## config.mk

```make
export PLATFORM = sky130hd
export DESIGN_NAME = spirv_vendor_decoration_stripper_core
export DESIGN_NICKNAME = d
export VERILOG_FILES = /design/src/sv/svds_pkg.sv /design/src/sv/svds_datapath.sv /design/src/sv/svds_ctrl.sv /design/src/sv/spirv_vendor_decoration_stripper_core.sv
export VERILOG_INCLUDE_DIRS = /design/src /design/src/sv
export SDC_FILE = /design/constraint.sdc
export NUM_CORES = 1
export LEC_CHECK = 0
export BUFFER_PORTS_ARGS = -buffer_cell sky130_fd_sc_hd__clkbuf_2
export CORE_MARGIN = 2
export CORE_UTILIZATION = 62
export CTS_CLUSTER_DIAMETER = 200
export DETAILED_ROUTE_END_ITERATION = 8
export PLACE_DENSITY = 0.79
export SYNTH_ARGS = -nofsm -noshare
export SYNTH_HDL_FRONTEND = slang
export SYNTH_HIERARCHICAL = 1
export SYNTH_SLANG_ARGS = --single-unit
```

## constraint.sdc

```tcl
create_clock -name clk -period 7.88 [get_ports clk]
set_input_delay 2.364 -clock clk [delete_from_list [all_inputs] [get_ports clk]]
set_output_delay 2.364 -clock clk [all_outputs]
set_load 0.02 [all_outputs]
```

## src/sv/spirv_vendor_decoration_stripper_core_macros.svh

```systemverilog
// assertion macros shared by the vendor decoration stripper modules
// expects a clock named clk and an active-high reset named rst in scope
`ifndef SPIRV_VENDOR_DECORATION_STRIPPER_CORE_MACROS_SVH
`define SPIRV_VENDOR_DECORATION_STRIPPER_CORE_MACROS_SVH

// consequent checked in the same cycle as the antecedent
`define SVDS_ASSERT_NOW(label, ante, cons, msg) \
  label: assert property (@(posedge clk) disable iff (rst) (ante) |-> (cons)) \
    else $error(msg);

// consequent checked in the cycle after the antecedent
`define SVDS_ASSERT_NEXT(label, ante, cons, msg) \
  label: assert property (@(posedge clk) disable iff (rst) (ante) |=> (cons)) \
    else $error(msg);

`endif

```

## src/sv/svds_pkg.sv

```systemverilog
// shared types, opcodes and extension name table for the decoration stripper
// no dependencies
`timescale 1ns / 1ps

package svds_pkg;

  localparam int HOLD_DEPTH_DEF = 16;

  localparam logic [15:0] OP_EXTENSION      = 16'd10;
  localparam logic [15:0] OP_DEC_STR        = 16'd5632;
  localparam logic [15:0] OP_MEMBER_DEC_STR = 16'd5633;

  localparam int HEADER_WORDS = 5;
  // string words that take part in the name compare
  localparam int NAME_WORDS = 8;
  // extension header word plus the name words
  localparam int NAME_MIN_WORDS = NAME_WORDS + 1;

  // little-endian name words, terminator byte included in the last one
  localparam logic [31:0] NAME_WORD [0:NAME_WORDS-1] = '{
    32'h5F565053, 32'h474F4F47, 32'h685F454C, 32'h5F6C736C,
    32'h636E7566, 32'h6E6F6974, 32'h74696C61, 32'h00003179
  };
  localparam logic [31:0] NAME_MASK [0:NAME_WORDS-1] = '{
    32'hFFFFFFFF, 32'hFFFFFFFF, 32'hFFFFFFFF, 32'hFFFFFFFF,
    32'hFFFFFFFF, 32'hFFFFFFFF, 32'hFFFFFFFF, 32'h00FFFFFF
  };

  typedef struct packed {
    logic emit;
    logic ovf;
    logic bare;
    logic last_end;
    logic hdr_inc;
    logic wl_load;
    logic wl_dec;
    logic hold_start;
    logic hold;
    logic drop;
    logic flush_start;
    logic clear;
    logic flushing;
  } cmd_t;

  typedef struct packed {
    logic out_free;
    logic wc_zero;
    logic wc_one;
    logic wc_big;
    logic cand;
    logic ext;
    logic wl_one;
    logic hdr_done;
    logic drop_now;
    logic flush_done;
  } sts_t;

  function automatic logic name_word_ok(input logic [2:0] idx, input logic [31:0] w);
    name_word_ok = ((w ^ NAME_WORD[idx]) & NAME_MASK[idx]) == 32'd0;
  endfunction

endpackage

```

## src/sv/svds_datapath.sv

```systemverilog
// datapath: word decode, counters, hold memory, name compare, flush engine, output register
// depends on svds_pkg and the shared assertion macros
`timescale 1ns / 1ps
`include "spirv_vendor_decoration_stripper_core_macros.svh"

module svds_datapath import svds_pkg::*; #(
  parameter int HOLD_DEPTH = HOLD_DEPTH_DEF
) (
  input  logic        clk,
  input  logic        rst,
  input  logic [31:0] word,
  input  cmd_t        cmd,
  output sts_t        sts,
  output logic        out_valid,
  input  logic        out_stall,
  output logic [31:0] word_out,
  output logic        word_valid,
  output logic        stream_end,
  output logic        hold_overflow
);

  localparam int CNT_W = $clog2(HOLD_DEPTH + 1);
  localparam int AW    = $clog2(HOLD_DEPTH);

  logic [15:0]      wc;
  logic [15:0]      op;
  logic [2:0]       header_count;
  logic [15:0]      words_left;
  logic [CNT_W-1:0] held_count;
  logic             candidate_kind;
  logic             name_match;
  logic [CNT_W-1:0] rd_ptr;
  logic             q_valid;
  logic [31:0]      q_word;
  logic             flush_end;
  logic [31:0]      mem [0:HOLD_DEPTH-1];

  logic [CNT_W-1:0] str_idx;
  logic             word_ok;
  logic             nm_next;
  logic [CNT_W:0]   held_after;
  logic             out_free;
  logic             q_load;
  logic             rd_en;
  logic             flush_done;
  logic             q_is_last;
  logic             out_load;
  logic [AW-1:0]    wr_addr;

  assign wc = word[31:16];
  assign op = word[15:0];

  // string word index of the incoming word inside the held extension
  assign str_idx    = held_count - CNT_W'(1);
  assign word_ok    = (str_idx >= CNT_W'(NAME_WORDS)) || name_word_ok(str_idx[2:0], word);
  assign nm_next    = name_match && word_ok;
  assign held_after = {1'b0, held_count} + (CNT_W + 1)'(1);

  assign out_free   = !out_valid || !out_stall;
  assign q_load     = cmd.flushing && q_valid && out_free;
  assign rd_en      = cmd.flushing && (rd_ptr < held_count) && (!q_valid || q_load);
  assign q_is_last  = rd_ptr == held_count;
  assign flush_done = q_load && q_is_last;
  assign out_load   = cmd.emit || cmd.bare || q_load;
  assign wr_addr    = cmd.hold_start ? '0 : held_count[AW-1:0];

  always_comb begin
    sts.out_free   = out_free;
    sts.wc_zero    = wc == 16'd0;
    sts.wc_one     = wc == 16'd1;
    sts.wc_big     = wc > 16'(HOLD_DEPTH);
    sts.ext        = op == OP_EXTENSION;
    sts.cand       = (op == OP_EXTENSION) || (op == OP_DEC_STR) || (op == OP_MEMBER_DEC_STR);
    sts.wl_one     = words_left == 16'd1;
    sts.hdr_done   = header_count == 3'(HEADER_WORDS - 1);
    sts.drop_now   = !candidate_kind ||
                     (nm_next && (held_after >= (CNT_W + 1)'(NAME_MIN_WORDS)));
    sts.flush_done = flush_done;
  end

  always_ff @(posedge clk) begin
    if (rst) begin
      header_count   <= '0;
      words_left     <= '0;
      held_count     <= '0;
      candidate_kind <= 1'b0;
      name_match     <= 1'b0;
      rd_ptr         <= '0;
      q_valid        <= 1'b0;
      flush_end      <= 1'b0;
      out_valid      <= 1'b0;
    end else begin
      if (cmd.hdr_inc) begin
        header_count <= header_count + 3'd1;
      end
      if (cmd.wl_load) begin
        words_left <= wc - 16'd1;
      end else if (cmd.wl_dec) begin
        words_left <= words_left - 16'd1;
      end
      if (cmd.hold_start) begin
        candidate_kind <= sts.ext;
        name_match     <= 1'b1;
        held_count     <= CNT_W'(1);
      end else if (cmd.hold) begin
        held_count <= held_after[CNT_W-1:0];
        if (candidate_kind) begin
          name_match <= nm_next;
        end
      end
      if (cmd.drop || flush_done) begin
        held_count <= '0;
      end
      if (cmd.clear) begin
        header_count   <= '0;
        words_left     <= '0;
        candidate_kind <= 1'b0;
        name_match     <= 1'b0;
      end
      if (cmd.flush_start) begin
        rd_ptr    <= '0;
        q_valid   <= 1'b0;
        flush_end <= cmd.last_end;
      end else if (rd_en) begin
        rd_ptr  <= rd_ptr + CNT_W'(1);
        q_valid <= 1'b1;
      end else if (q_load) begin
        q_valid <= 1'b0;
      end
      if (out_load) begin
        out_valid <= 1'b1;
      end else if (!out_stall) begin
        out_valid <= 1'b0;
      end
    end
  end

  always_ff @(posedge clk) begin
    if (cmd.hold_start || cmd.hold) begin
      mem[wr_addr] <= word;
    end
    if (rd_en) begin
      q_word <= mem[rd_ptr[AW-1:0]];
    end
  end

  always_ff @(posedge clk) begin
    if (q_load) begin
      word_out      <= q_word;
      word_valid    <= 1'b1;
      stream_end    <= flush_end && q_is_last;
      hold_overflow <= 1'b0;
    end else if (cmd.emit) begin
      word_out      <= word;
      word_valid    <= 1'b1;
      stream_end    <= cmd.last_end;
      hold_overflow <= cmd.ovf;
    end else if (cmd.bare) begin
      word_out      <= 32'd0;
      word_valid    <= 1'b0;
      stream_end    <= 1'b1;
      hold_overflow <= 1'b0;
    end
  end

  `SVDS_ASSERT_NOW(a_held_bound, 1'b1, held_count <= CNT_W'(HOLD_DEPTH), "held count beyond store depth")
  `SVDS_ASSERT_NOW(a_flush_read_first, q_load, rd_ptr != '0, "flush output without a prior read")

endmodule

```

## src/sv/svds_ctrl.sv

```systemverilog
// controller: stream phase state machine issuing datapath commands
// depends on svds_pkg and the shared assertion macros
`timescale 1ns / 1ps
`include "spirv_vendor_decoration_stripper_core_macros.svh"

module svds_ctrl import svds_pkg::*; (
  input  logic clk,
  input  logic rst,
  input  logic in_valid,
  input  logic last,
  output logic in_stall,
  output cmd_t cmd,
  input  sts_t sts
);

  typedef enum logic [2:0] {
    PH_HDR, PH_INST, PH_PASS, PH_OVF, PH_HOLD, PH_BYP, PH_FLUSH
  } phase_t;

  phase_t phase;
  phase_t phase_next;
  logic   ret_hdr;
  logic   ret_hdr_next;
  logic   accept;

  assign in_stall = (phase == PH_FLUSH) || !sts.out_free;
  assign accept   = in_valid && !in_stall;

  always_comb begin
    logic finish;
    logic drop_sel;
    logic flush_req;
    finish       = 1'b0;
    drop_sel     = 1'b0;
    flush_req    = 1'b0;
    cmd          = '0;
    phase_next   = phase;
    ret_hdr_next = ret_hdr;
    cmd.flushing = phase == PH_FLUSH;

    if (phase == PH_FLUSH && sts.flush_done) begin
      phase_next = ret_hdr ? PH_HDR : PH_INST;
    end

    if (accept) begin
      case (phase)
        PH_HDR: begin
          cmd.emit    = 1'b1;
          cmd.hdr_inc = 1'b1;
          if (sts.hdr_done) begin
            phase_next = PH_INST;
          end
        end
        PH_INST: begin
          if (sts.wc_zero) begin
            cmd.emit   = 1'b1;
            phase_next = PH_BYP;
          end else if (sts.cand && sts.wc_big) begin
            cmd.emit    = 1'b1;
            cmd.ovf     = 1'b1;
            cmd.wl_load = 1'b1;
            phase_next  = PH_OVF;
          end else if (sts.cand) begin
            cmd.hold_start = 1'b1;
            cmd.wl_load    = 1'b1;
            phase_next     = PH_HOLD;
            if (sts.wc_one) begin
              finish   = 1'b1;
              drop_sel = !sts.ext;
            end else if (last) begin
              flush_req = 1'b1;
            end
          end else begin
            cmd.emit    = 1'b1;
            cmd.wl_load = 1'b1;
            if (!sts.wc_one) begin
              phase_next = PH_PASS;
            end
          end
        end
        PH_PASS, PH_OVF: begin
          cmd.emit   = 1'b1;
          cmd.ovf    = phase == PH_OVF;
          cmd.wl_dec = 1'b1;
          if (sts.wl_one) begin
            phase_next = PH_INST;
          end
        end
        PH_HOLD: begin
          cmd.hold   = 1'b1;
          cmd.wl_dec = 1'b1;
          if (sts.wl_one) begin
            finish   = 1'b1;
            drop_sel = sts.drop_now;
          end else if (last) begin
            flush_req = 1'b1;
          end
        end
        default: begin
          cmd.emit = 1'b1;
        end
      endcase

      if (finish) begin
        if (drop_sel) begin
          cmd.drop   = 1'b1;
          phase_next = PH_INST;
        end else begin
          flush_req = 1'b1;
        end
      end
      if (flush_req) begin
        cmd.flush_start = 1'b1;
        phase_next      = PH_FLUSH;
        ret_hdr_next    = last;
      end
      if (last) begin
        cmd.clear    = 1'b1;
        cmd.last_end = 1'b1;
        cmd.bare     = !cmd.emit && !flush_req;
        if (!flush_req) begin
          phase_next = PH_HDR;
        end
      end
    end
  end

  always_ff @(posedge clk) begin
    if (rst) begin
      phase   <= PH_HDR;
      ret_hdr <= 1'b0;
    end else begin
      phase   <= phase_next;
      ret_hdr <= ret_hdr_next;
    end
  end

  `SVDS_ASSERT_NEXT(a_bare_restarts, cmd.bare, phase == PH_HDR, "end marker did not restart the header phase")
  `SVDS_ASSERT_NOW(a_done_in_flush, sts.flush_done, phase == PH_FLUSH, "flush done outside flush phase")
  `SVDS_ASSERT_NEXT(a_flush_entered, cmd.flush_start, phase == PH_FLUSH, "flush start without flush phase")

endmodule

```

## src/sv/spirv_vendor_decoration_stripper_core.sv

```systemverilog
// Vendor decoration stripper for a SPIR-V word stream.
//
// Input channel: word, last with in_valid / in_stall. Output channel: word_out,
// word_valid, stream_end, hold_overflow with out_valid / out_stall. An item moves
// when valid is high and stall is low.
// The five header words and ordinary instructions pass through the output register
// one word per cycle unless out_stall holds it. Decoration-string instructions and
// extension instructions are held in a HOLD_DEPTH-word memory until complete,
// then dropped or released. A release reads the memory through a read register
// one word per cycle unless out_stall holds the output; in_stall is high
// throughout. The memory read port sets that rate.
// A candidate longer than HOLD_DEPTH words passes through with hold_overflow set.
// A word count of zero sends the rest of the module through unchanged.
// A module whose final word is dropped ends with a bare item: word_valid low,
// stream_end high. After the final word, and any release it starts, the decode state returns to its reset value.
// Reset is synchronous; the hold memory is not cleared and needs no clearing pass.
// When out_stall is high with out_valid set, the output register holds and in_stall rises at once.
// depends on svds_pkg, svds_ctrl and svds_datapath
`timescale 1ns / 1ps

module spirv_vendor_decoration_stripper_core import svds_pkg::*; #(
  parameter int HOLD_DEPTH = HOLD_DEPTH_DEF
) (
  input  logic        clk,
  input  logic        rst,
  input  logic        in_valid,
  output logic        in_stall,
  input  logic [31:0] word,
  input  logic        last,
  output logic        out_valid,
  input  logic        out_stall,
  output logic [31:0] word_out,
  output logic        word_valid,
  output logic        stream_end,
  output logic        hold_overflow
);

  cmd_t cmd;
  sts_t sts;

  svds_ctrl u_ctrl (
    .clk      (clk),
    .rst      (rst),
    .in_valid (in_valid),
    .last     (last),
    .in_stall (in_stall),
    .cmd      (cmd),
    .sts      (sts)
  );

  svds_datapath #(
    .HOLD_DEPTH (HOLD_DEPTH)
  ) u_datapath (
    .clk           (clk),
    .rst           (rst),
    .word          (word),
    .cmd           (cmd),
    .sts           (sts),
    .out_valid     (out_valid),
    .out_stall     (out_stall),
    .word_out      (word_out),
    .word_valid    (word_valid),
    .stream_end    (stream_end),
    .hold_overflow (hold_overflow)
  );

endmodule

```

==> results of run 1 <==
-- sequential cells by signal, indices dropped and copies added, names as in the netlist --
signal                     cells
u_datapath/flush_end           1
u_datapath/words_left         16
u_datapath/stream_end          1
u_datapath/name_match          1
u_datapath/header_count        3
u_datapath/word_valid          1
u_datapath/hold_overflow       1
u_datapath/q_valid             1
u_datapath/q_word             32
u_ctrl/ret_hdr                 1
u_ctrl/phase                   3
u_datapath/held_count          5
u_datapath/candidate_kind      1
u_datapath/rd_ptr              5
u_datapath/mem               512
u_datapath/out_valid           1
u_datapath/word_out           32
-- path summary, 6_finish.rpt --
check	startpoint	endpoint	slack, ps	cells after the start
setup reg to reg	u_datapath/held_count[1]	u_datapath/word_out[3]	1130	16
setup / recovery	u_datapath/held_count[1]	u_datapath/word_out[3]	1130	16
hold / removal	u_datapath/word_valid	u_datapath/word_valid	500	2
hold reg to reg	u_datapath/word_valid	u_datapath/word_valid	500	2
-- where the power goes --
| part | total, mW | leakage [nW] | internal [mW] | switching (mW) |
|---|---|---|---|---|
| registers | 3.60 | 5.54 | 3.59 | 0.0114 |
| logic | 0.178 | 2.65 | 0.0463 | 0.131 |
| clock network | 2.90 | 0.968 | 1.71 | 1.19 |
| total | 6.68 | 9.16 | 5.35 | 1.33 |
-- cell type report --
class / instances / area [sq um]
Timing Repair Buffer: 109 / 686
Multi-Input combinational cell: 651 / 6830
Fill cell: 2393 / 11600
Inverter: 29 / 109
Sequential cell: 617 / 18100
Clock buffer: 67 / 1490
Tap cell: 525 / 657
Clock inverter: 39 / 507
-- Yosys cell counts, types with 8 or more instances --
cell | number | area [sq um]
o21ai_0 | 18 | 90.1
mux4_2 | 160 | 3600
nand3_1 | 41 | 205
a211oi_1 | 14 | 105
nor3_1 | 25 | 125
xnor2_1 | 23 | 201
nand2b_1 | 9 | 56.3
nand4_1 | 8 | 50.1
nor2_1 | 67 | 251
a21oi_1 | 20 | 100
dfxtp_1 | 40 | 801
nand2_1 | 93 | 349
inv_1 | 29 | 109
edfxtp_1 | 577 | 17300
nor4_1 | 11 | 68.8
clkbuf_1 | 44 | 165
buf_2 | 14 | 70.1
xor2_1 | 26 | 228
ha_1 | 24 | 300
-- logic make-up (layout without fill, tap and decap cells) --
group                      after synthesis  after routing  synth area share
buffers and inverters                  104            244            0.0180
adders and majority gates               24             24            0.0119
muxes                                  167            167             0.145
and+or+nand+nor                        308            308            0.0626
AOI/OAI and AO/OA                      103            103            0.0282
xor gates and xnor gates                49             49            0.0170
DFF                                    617            617             0.717
-- per-layer routing --
layer,vias up,track usage
li1,5698,-
met1,7157,0.413
met2,747,0.489
met3,116,0.0419
met4,0,0.102
met5,-,0
-- worst max-delay path, stage by stage (launching register included) --
cell	delay (ps)
dfxtp_1	500
inv_1	340
ha_1	520
inv_1	100
ha_1	780
ha_1	360
xor2_1	150
o311ai_0	160
a2111oi_0	480
nand4_1	180
nor4_1	570
a2bb2oi_1	360
inv_1	80
a32o_1	270
a2111oi_1	490
nor3_1	180
inv_2	790
==> results.sh, run 1 <==
export IMPL_netlist_area_sq_um=25300
export IMPL_dieHeight_um=206
export IMPL_grt_pass1_wl_mm=89.8
export IMPL_syn2layout_area_growth_pct=12.4
export IMPL_yosysWarningCount=6
export IMPL_start_util=0.632
export IMPL_grt_setup_unrepaired="no"
export IMPL_power_density_nw_per_um2=235
export IMPL_end_kind="flip-flop"
export IMPL_cap_violations=0
export IMPL_dieWidth_um=206
export IMPL_arrival_ps=6980
export IMPL_dp_cells=1931
export IMPL_coreArea_sq_um=40000
export IMPL_ys_flop_type="edfxtp_1"
export IMPL_cts_htree_levels=2
export IMPL_cts_setup_buffers=0
export IMPL_startpoint_type="flip-flop"
export IMPL_layout_commonest_cell="edfxtp_1"
export IMPL_synth_area_per_cell_sq_um=18.4
export IMPL_dpl_hpwl_mm=33.7
export IMPL_firstDrtPassIters=5
export IMPL_slew_headroom=0.222
export IMPL_pre_cts_ws_ps=820
export IMPL_topRoutingLayerUsed="met4"
export IMPL_ys_seq_area_frac=0.717
export IMPL_routed_wl_mm=60.2
export IMPL_holdWs_ps=501
export IMPL_wl_met1_mm=23.4
export IMPL_power_leakage_nw=9.16
export IMPL_hold_path_class="flip-flop to flip-flop"
export IMPL_synth_edf_count=577
export IMPL_die_area_sq_um=42400
export IMPL_pin_count=74
export IMPL_grt_pass1_vias=13700
export IMPL_io_buffer_count=73
export IMPL_drive_above_1_share=0.269
export IMPL_min_period_over_period=0.857
export IMPL_wl_met3_mm=4.52
export IMPL_placed_area_sq_um=26400
export IMPL_ys_types=73
export IMPL_synth_nets=1433
export IMPL_finish_utilization=0.710
export IMPL_cts_buffers=57
export IMPL_instances_no_fill=2037
export IMPL_clk_latency_ps=610
export IMPL_grt_antenna_before_repair=0
export IMPL_cts_clk_slew_worst_paths_ps=70
export IMPL_outcome="finished, final reports clean"
export IMPL_finalPower_mw=6.68
export IMPL_clock_path_buffers=3
export IMPL_path_class="flip-flop to flip-flop"
export IMPL_cts_resized=0
export IMPL_postRouteAntennaNets=0
export IMPL_first_iter_violations=1769
export IMPL_most_common_layout_cells="577 x edfxtp_1, 160 x mux4_2, 93 x nand2_1"
export IMPL_postCtsHoldBufs=0
export IMPL_nets=1526
export IMPL_hold_viol=0
export IMPL_ir_drop_mv=0.201
export IMPL_grt_overflow=0
export IMPL_setup_viol=0
export IMPL_ys_ff_latch=617
export IMPL_via_per_inst=6.73
export IMPL_setup_ws_ps=1130
export IMPL_wire_per_inst_um=29.6
export IMPL_grt_max_degree=92
export IMPL_layout_min_cycle_time_ps=6750
export IMPL_core_rowCount=73
export IMPL_postSynthCellCount=1372
export IMPL_setup_tns_ps=0
export IMPL_cts_sinks=617
export IMPL_num_vias=13700
export IMPL_tightest_slew_ps=1170
export IMPL_ctsRootBufferMaster="clkbuf_16"
export IMPL_clock_skew_ps=22.8
export IMPL_crit_fanout=33
export IMPL_track_usage=0.296
export IMPL_cp_required_ps=8100
export IMPL_drc=0
export IMPL_ys_async_sr_fraction=0
export IMPL_met2WireLength_mm=30.3
export IMPL_slew_violations=0
export IMPL_final_area_sq_um=28400
export IMPL_tritoncts="done"
export IMPL_diodes=0
export IMPL_gp_congestion=0.909
export IMPL_fmax_mhz=148
(Power assumes the default switching activity.)
==> inputs of run 2 (changes only) <==
Settings changed: CAP_MARGIN set to 0, REMOVE_ABC_BUFFERS set to 1, SYNTH_HIERARCHICAL 1 to not set.
==> results.sh, run 2 <==
export IMPL_outcome="finished, final reports clean"
export IMPL_cap_violations=0
export IMPL_num_fill_cells=2317
export IMPL_cp_num_buf_inv=2
export IMPL_postRouteAntennaNets=0
export IMPL_ys_seq_area_frac=0.721
export IMPL_clock_skew_ps=23.1
export IMPL_grt_overflow=0
export IMPL_synth_most_common_cell="edfxtp_1"
export IMPL_synth_edf_count=577
export IMPL_arrival_ps=6120
export IMPL_hold_path_class="flip-flop to flip-flop"
export IMPL_clock_path_buffers=3
export IMPL_tritoncts="done"
export IMPL_dieHeight_um=205
export IMPL_postCtsHoldBufs=0
export IMPL_grt_setup_unrepaired="no"
export IMPL_cp_required_ps=8090
export IMPL_setup_viol=0
export IMPL_die_area_sq_um=42200
export IMPL_grt_pass1_vias=13300
export IMPL_hold_viol=0
export IMPL_slew_violations=0
export IMPL_yosys_area_top_type="edfxtp_1"
export IMPL_largest_register_ff_count=512
export IMPL_syn2layout_area_growth_pct=12.1
export IMPL_wire_per_inst_um=29.7
export IMPL_coreArea_sq_um=39900
export IMPL_diodes=0
export IMPL_first_iter_violations=1508
export IMPL_p_sw_mw=1.34
export IMPL_fmax_mhz=169
export IMPL_reg2reg_from="u_datapath.held_count[0]"
export IMPL_setup_ws_ps=1970
export IMPL_layout_min_cycle_time_ps=5910
export IMPL_ys_async_sr_fraction=0
export IMPL_pwr_share_clk=0.425
export IMPL_slowest_delay_ps=900
export IMPL_crit_end="u_datapath.word_out[10]"
export IMPL_cts_sinks=617
export IMPL_r2r_end="u_datapath.word_out[10]"
export IMPL_rrSetupSlack_ps=1970
export IMPL_path_cells="inv_1, ha_1, inv_1, ha_1, ha_1, xnor2_1, a2111oi_4, nand4_1, nor4b_1, nand4bb_1, a21o_1, nand2_2"
export IMPL_core_rowCount=73
export IMPL_synth_area_top_cells="edfxtp_1 69%, mux4_2 14%, dfxtp_1 3.2%"
export IMPL_r2r_cells=12
export IMPL_pre_cts_ws_ps=1580
export IMPL_swShare=0.203
export IMPL_gp_congestion=0.949
export IMPL_netlist_area_sq_um=25100
export IMPL_pin_count=74
export IMPL_cts_setup_buffers=0
export IMPL_crit_fanout=33
export IMPL_seqPwrFrac=0.547
export IMPL_grt_pass1_wl_mm=87.4
export IMPL_nets=1478
export IMPL_startpoint_type="flip-flop"
export IMPL_power_leakage_nw=8.83
export IMPL_setup_tns_ps=0
export IMPL_path_common_cell="ha_1"
export IMPL_ys_flop_type="edfxtp_1"
export IMPL_num_vias=13400
export IMPL_yosysWarningCount=0
export IMPL_worstHoldStart="u_ctrl.ret_hdr"
export IMPL_track_usage=0.291
export IMPL_most_common_layout_cells="577 x edfxtp_1, 160 x mux4_2, 73 x clkbuf_2"
export IMPL_cts_clk_slew_worst_paths_ps=70
export IMPL_grt_max_degree=61
export IMPL_postSynthCellCount=1326
export IMPL_clk_latency_ps=610
export IMPL_cp_num_cells=12
export IMPL_layout_commonest_cell="edfxtp_1"
export IMPL_min_period_over_period=0.750
export IMPL_tightest_slew_ps=1230
export IMPL_ys_types=64
export IMPL_slew_headroom=0.179
export IMPL_top_regs="u_datapath.mem x512, u_datapath.q_word x32, u_datapath.word_out x32"
export IMPL_ys_ff_latch=617
export IMPL_end_kind="flip-flop"
export IMPL_grt_antenna_before_repair=0
export IMPL_cts_resized=0
export IMPL_path_class="flip-flop to flip-flop"
export IMPL_drive_above_1_share=0.262
export IMPL_io_buffer_count=73
export IMPL_critPathLaunch="u_datapath.held_count[0]"
export IMPL_firstDrtPassIters=6
export IMPL_max_flop_register="u_datapath.mem"
export IMPL_ir_drop_mv=0.162
export IMPL_intPower_mw=5.26
export IMPL_drc=0
export IMPL_start_util=0.630
export IMPL_dpl_hpwl_mm=33.5
export IMPL_cpMaxStageDelayCell="dfxtp_1"
export IMPL_cts_buffers=58
export IMPL_via_per_inst=6.77
export IMPL_routed_wl_mm=59.1
export IMPL_dieWidth_um=205
export IMPL_power_density_nw_per_um2=234
export IMPL_cts_htree_levels=2
export IMPL_synth_area_per_cell_sq_um=19.0
export IMPL_yosys_area_top_type_share=0.689
export IMPL_ctsRootBufferMaster="clkbuf_16"
export IMPL_critPathTopFamily="simple AND/OR/NAND/NOR gates"
export IMPL_synth_commonest_cells="577 x edfxtp_1, 160 x mux4_2, 73 x nor2_1, 53 x clkbuf_1, 42 x nand2_1"
export IMPL_combinationalPowerShare=0.029
## run 2: final cells by class
| class | instances | area, sq um | area share |
|---|---|---|---|
| Inverter | 20 | 75.1 | 0.00267 |
| Clock buffer | 68 | 1530 | 0.0543 |
| Timing Repair Buffer | 104 | 598 | 0.0212 |
| Sequential cell | 617 | 18100 | 0.644 |
| Clock inverter | 37 | 377 | 0.0134 |
| Multi-Input combinational cell | 616 | 6790 | 0.241 |
| Tap cell | 525 | 657 | 0.0233 |
## run 2: kinds of logic after synthesis
logic type / synth area share
mux: 0.148
flops: 0.721
compound gates: 0.0366
fa+ha+maj: 0.0119
xor+xnor: 0.0171
buf+inv: 0.0144
simple gates: 0.0508
## run 2: worst min path at each step
stage	end	slack [ps]	depth (start not counted)
floorplan	u_ctrl.ret_hdr	440	2
global route	u_datapath.flush_end	520	2
global placement	u_ctrl.ret_hdr	450	2
CTS	u_ctrl.ret_hdr	470	2
finish	u_ctrl.ret_hdr	480	2
detailed placement	u_ctrl.ret_hdr	460	2
## run 2: power groups by stage
stage | clock network [mW] | registers (mW) | logic (mW)
finish | 2.80 | 3.61 | 0.190
floorplan | 0 | 3.70 | 0.0616
global placement | 0 | 3.68 | 0.179
CTS | 2.83 | 3.61 | 0.188
global route | 2.95 | 3.61 | 0.205
detailed placement | 0 | 3.68 | 0.186
## run 2: metal layers
layer  share of wire  routed length [um]  GRT usage
met4           0.027                1580     0.0773
met3           0.088                5210     0.0545
met1            0.39               22900      0.412
met2            0.50               29400      0.474
met5               0                   0          0
## run 2: per-stage QoR
step	cells	hold slack, ps	cell area (sq um)	power (mW)	util
floorplan	1253	442	24800	3.76	-
global placement	1882	454	26300	3.86	0.658
CTS	1987	474	28200	6.62	0.706
global route	1987	520	28200	6.76	0.706
detailed placement	1882	459	26300	3.87	0.658
finish	1987	477	28200	6.60	0.706
## run 2: worst min-delay path: stages, from the launching register on
cell	delay [ps]
dfxtp_1	320
nand2b_1	70
o21ai_1	50
==> inputs of run 3 (changes only) <==
Settings changed: CORE_UTILIZATION 62 to 56, PLACE_DENSITY 0.79 to 0.76.
Clock period 7.88 ns to 5.2 ns, I/O delays scaled along.
==> results.sh, run 3 (synthesized netlist as in run 2, its figures left out) <==
export IMPL_outcome="finished, final reports clean"
export IMPL_hold_path_class="flip-flop to flip-flop"
export IMPL_cpMaxStageDelayCell="ha_1"
export IMPL_dpl_hpwl_mm=35.6
export IMPL_largest_register_ff_count=512
export IMPL_end_kind="flip-flop"
export IMPL_postRouteAntennaNets=0
export IMPL_setup_ws_ps=581
export IMPL_instances_no_fill=2093
export IMPL_slowest_delay_ps=590
export IMPL_clock_skew_ps=17.2
export IMPL_die_area_sq_um=46600
export IMPL_first_iter_violations=1692
export IMPL_dieHeight_um=216
export IMPL_ctsRootBufferMaster="clkbuf_16"
export IMPL_cap_violations=0
export IMPL_most_common_layout_cells="577 x edfxtp_1, 160 x mux4_2, 73 x clkbuf_2"
export IMPL_core_rowCount=77
export IMPL_top_regs="u_datapath.mem x512, u_datapath.q_word x32, u_datapath.word_out x32"
export IMPL_slew_headroom=0.180
export IMPL_wire_per_inst_um=28.9
export IMPL_grt_pass1_wl_mm=89.8
export IMPL_cts_htree_levels=2
export IMPL_postCtsHoldBufs=0
export IMPL_layout_commonest_cell="edfxtp_1"
export IMPL_cts_resized=0
export IMPL_layout_min_cycle_time_ps=4620
export IMPL_drc=0
export IMPL_finalPower_mw=9.97
export IMPL_num_vias=13700
export IMPL_grt_overflow=0
export IMPL_gp_congestion=0.890
export IMPL_cp_required_ps=5720
export IMPL_hold_viol=0
export IMPL_nets=1518
export IMPL_cts_setup_buffers=0
export IMPL_routed_wl_mm=60.5
export IMPL_clock_path_buffers=3
export IMPL_intPower_mw=7.94
export IMPL_path_cells="inv_1, ha_1, inv_1, ha_1, mux2i_1, xnor2_1, nand2_1, or4bb_1, or4_1, or4_4, and3_1, nor4_4"
export IMPL_clk_latency_ps=620
export IMPL_min_period_over_period=0.888
export IMPL_track_usage=0.265
export IMPL_firstDrtPassIters=5
export IMPL_seqPwrFrac=0.549
export IMPL_combinationalPowerShare=0.032
export IMPL_grt_antenna_before_repair=1
export IMPL_syn2layout_area_growth_pct=13.9
export IMPL_dp_cells=1988
export IMPL_arrival_ps=5140
export IMPL_pin_count=74
export IMPL_setup_viol=0
export IMPL_diodes=0
export IMPL_power_leakage_nw=9.04
export IMPL_swShare=0.204
export IMPL_power_density_nw_per_um2=348
export IMPL_fmax_mhz=217
export IMPL_cts_clk_slew_worst_paths_ps=60
export IMPL_io_buffer_count=73
export IMPL_via_per_inst=6.53
export IMPL_crit_fanout=16
export IMPL_setup_tns_ps=0
export IMPL_slew_violations=0
export IMPL_pwr_share_clk=0.420
export IMPL_coreArea_sq_um=44200
export IMPL_dieWidth_um=216
export IMPL_start_util=0.568
export IMPL_pre_cts_ws_ps=472
export IMPL_holdWs_ps=465
export IMPL_grt_pass1_vias=13800
export IMPL_cts_sinks=617
export IMPL_tritoncts="done"
export IMPL_grt_setup_unrepaired="no"
export IMPL_ir_drop_mv=0.276
export IMPL_max_flop_register="u_datapath.mem"
export IMPL_drive_above_1_share=0.276
export IMPL_path_class="flip-flop to flip-flop"
export IMPL_cts_buffers=59
export IMPL_grt_max_degree=82
export IMPL_startpoint_type="flip-flop"
export IMPL_p_sw_mw=2.03
export IMPL_tightest_slew_ps=1220
-- run 3: cell count changes in the layout (fill, tap and decap cells not counted), sizes merged --
cell / previous run / this run
buf: 31 / 70
bufinv: 7 / 6
clkinvlp: 6 / 2
clkbuf: 141 / 143
clkinv: 21 / 25
inv: 23 / 22
-- run 3: per-layer routing --
| layer | up-vias | wire, um | GRT usage |
|---|---|---|---|
| met5 | - | 11 | 0 |
| met2 | 735 | 29800 | 0.428 |
| li1 | 5682 | - | - |
| met3 | 125 | 5270 | 0.0468 |
| met1 | 7125 | 23500 | 0.369 |
| met4 | 2 | 1950 | 0.0933 |
-- run 3: power groups by stage --
stage | sequential [mW] | clock [mW] | combinational [mW]
after floorplan | 5.61 | 0 | 0.0933
final | 5.47 | 4.19 | 0.314
after global placement | 5.58 | 0 | 0.302
after global routing | 5.47 | 4.41 | 0.337
after CTS | 5.47 | 4.24 | 0.314
after detailed placement | 5.58 | 0 | 0.312
-- run 3: cell type report --
type / count / area, sq um
flip-flops and latches: 617 / 18100
fillers: 2907 / 15600
multi-input cells: 616 / 6790
clock buffers: 70 / 1540
repair buffers: 143 / 1000
well taps: 592 / 741
clock inverters: 35 / 335
inverters: 20 / 75.1
-- run 3: worst max-delay path: cells and delay by family (launching register included) --
family / cells / cell delay [ps]
simple gates: 6 / 2150
fa+ha+maj: 2 / 1030
flops: 1 / 490
buf+inv: 2 / 390
mux: 1 / 300
xor+xnor: 1 / 180
-- run 3: through the flow --
step | utilization | instance area (sq um)
floorplan | - | 24800
global placement | 0.605 | 26700
detailed placement | 0.605 | 26700
CTS | 0.647 | 28600
global route | 0.647 | 28600
finish | 0.647 | 28600
-- run 3: path summary, 6_finish.rpt --
check,start,depth (start not counted),slack [ps],to
worst max register to register,u_datapath.held_count[1],12,580,u_datapath.rd_ptr[2]
worst min register to register,u_ctrl.ret_hdr,2,460,u_ctrl.ret_hdr
worst max-delay path,u_datapath.held_count[1],12,580,u_datapath.rd_ptr[2]
worst min-delay path,u_ctrl.ret_hdr,2,460,u_ctrl.ret_hdr
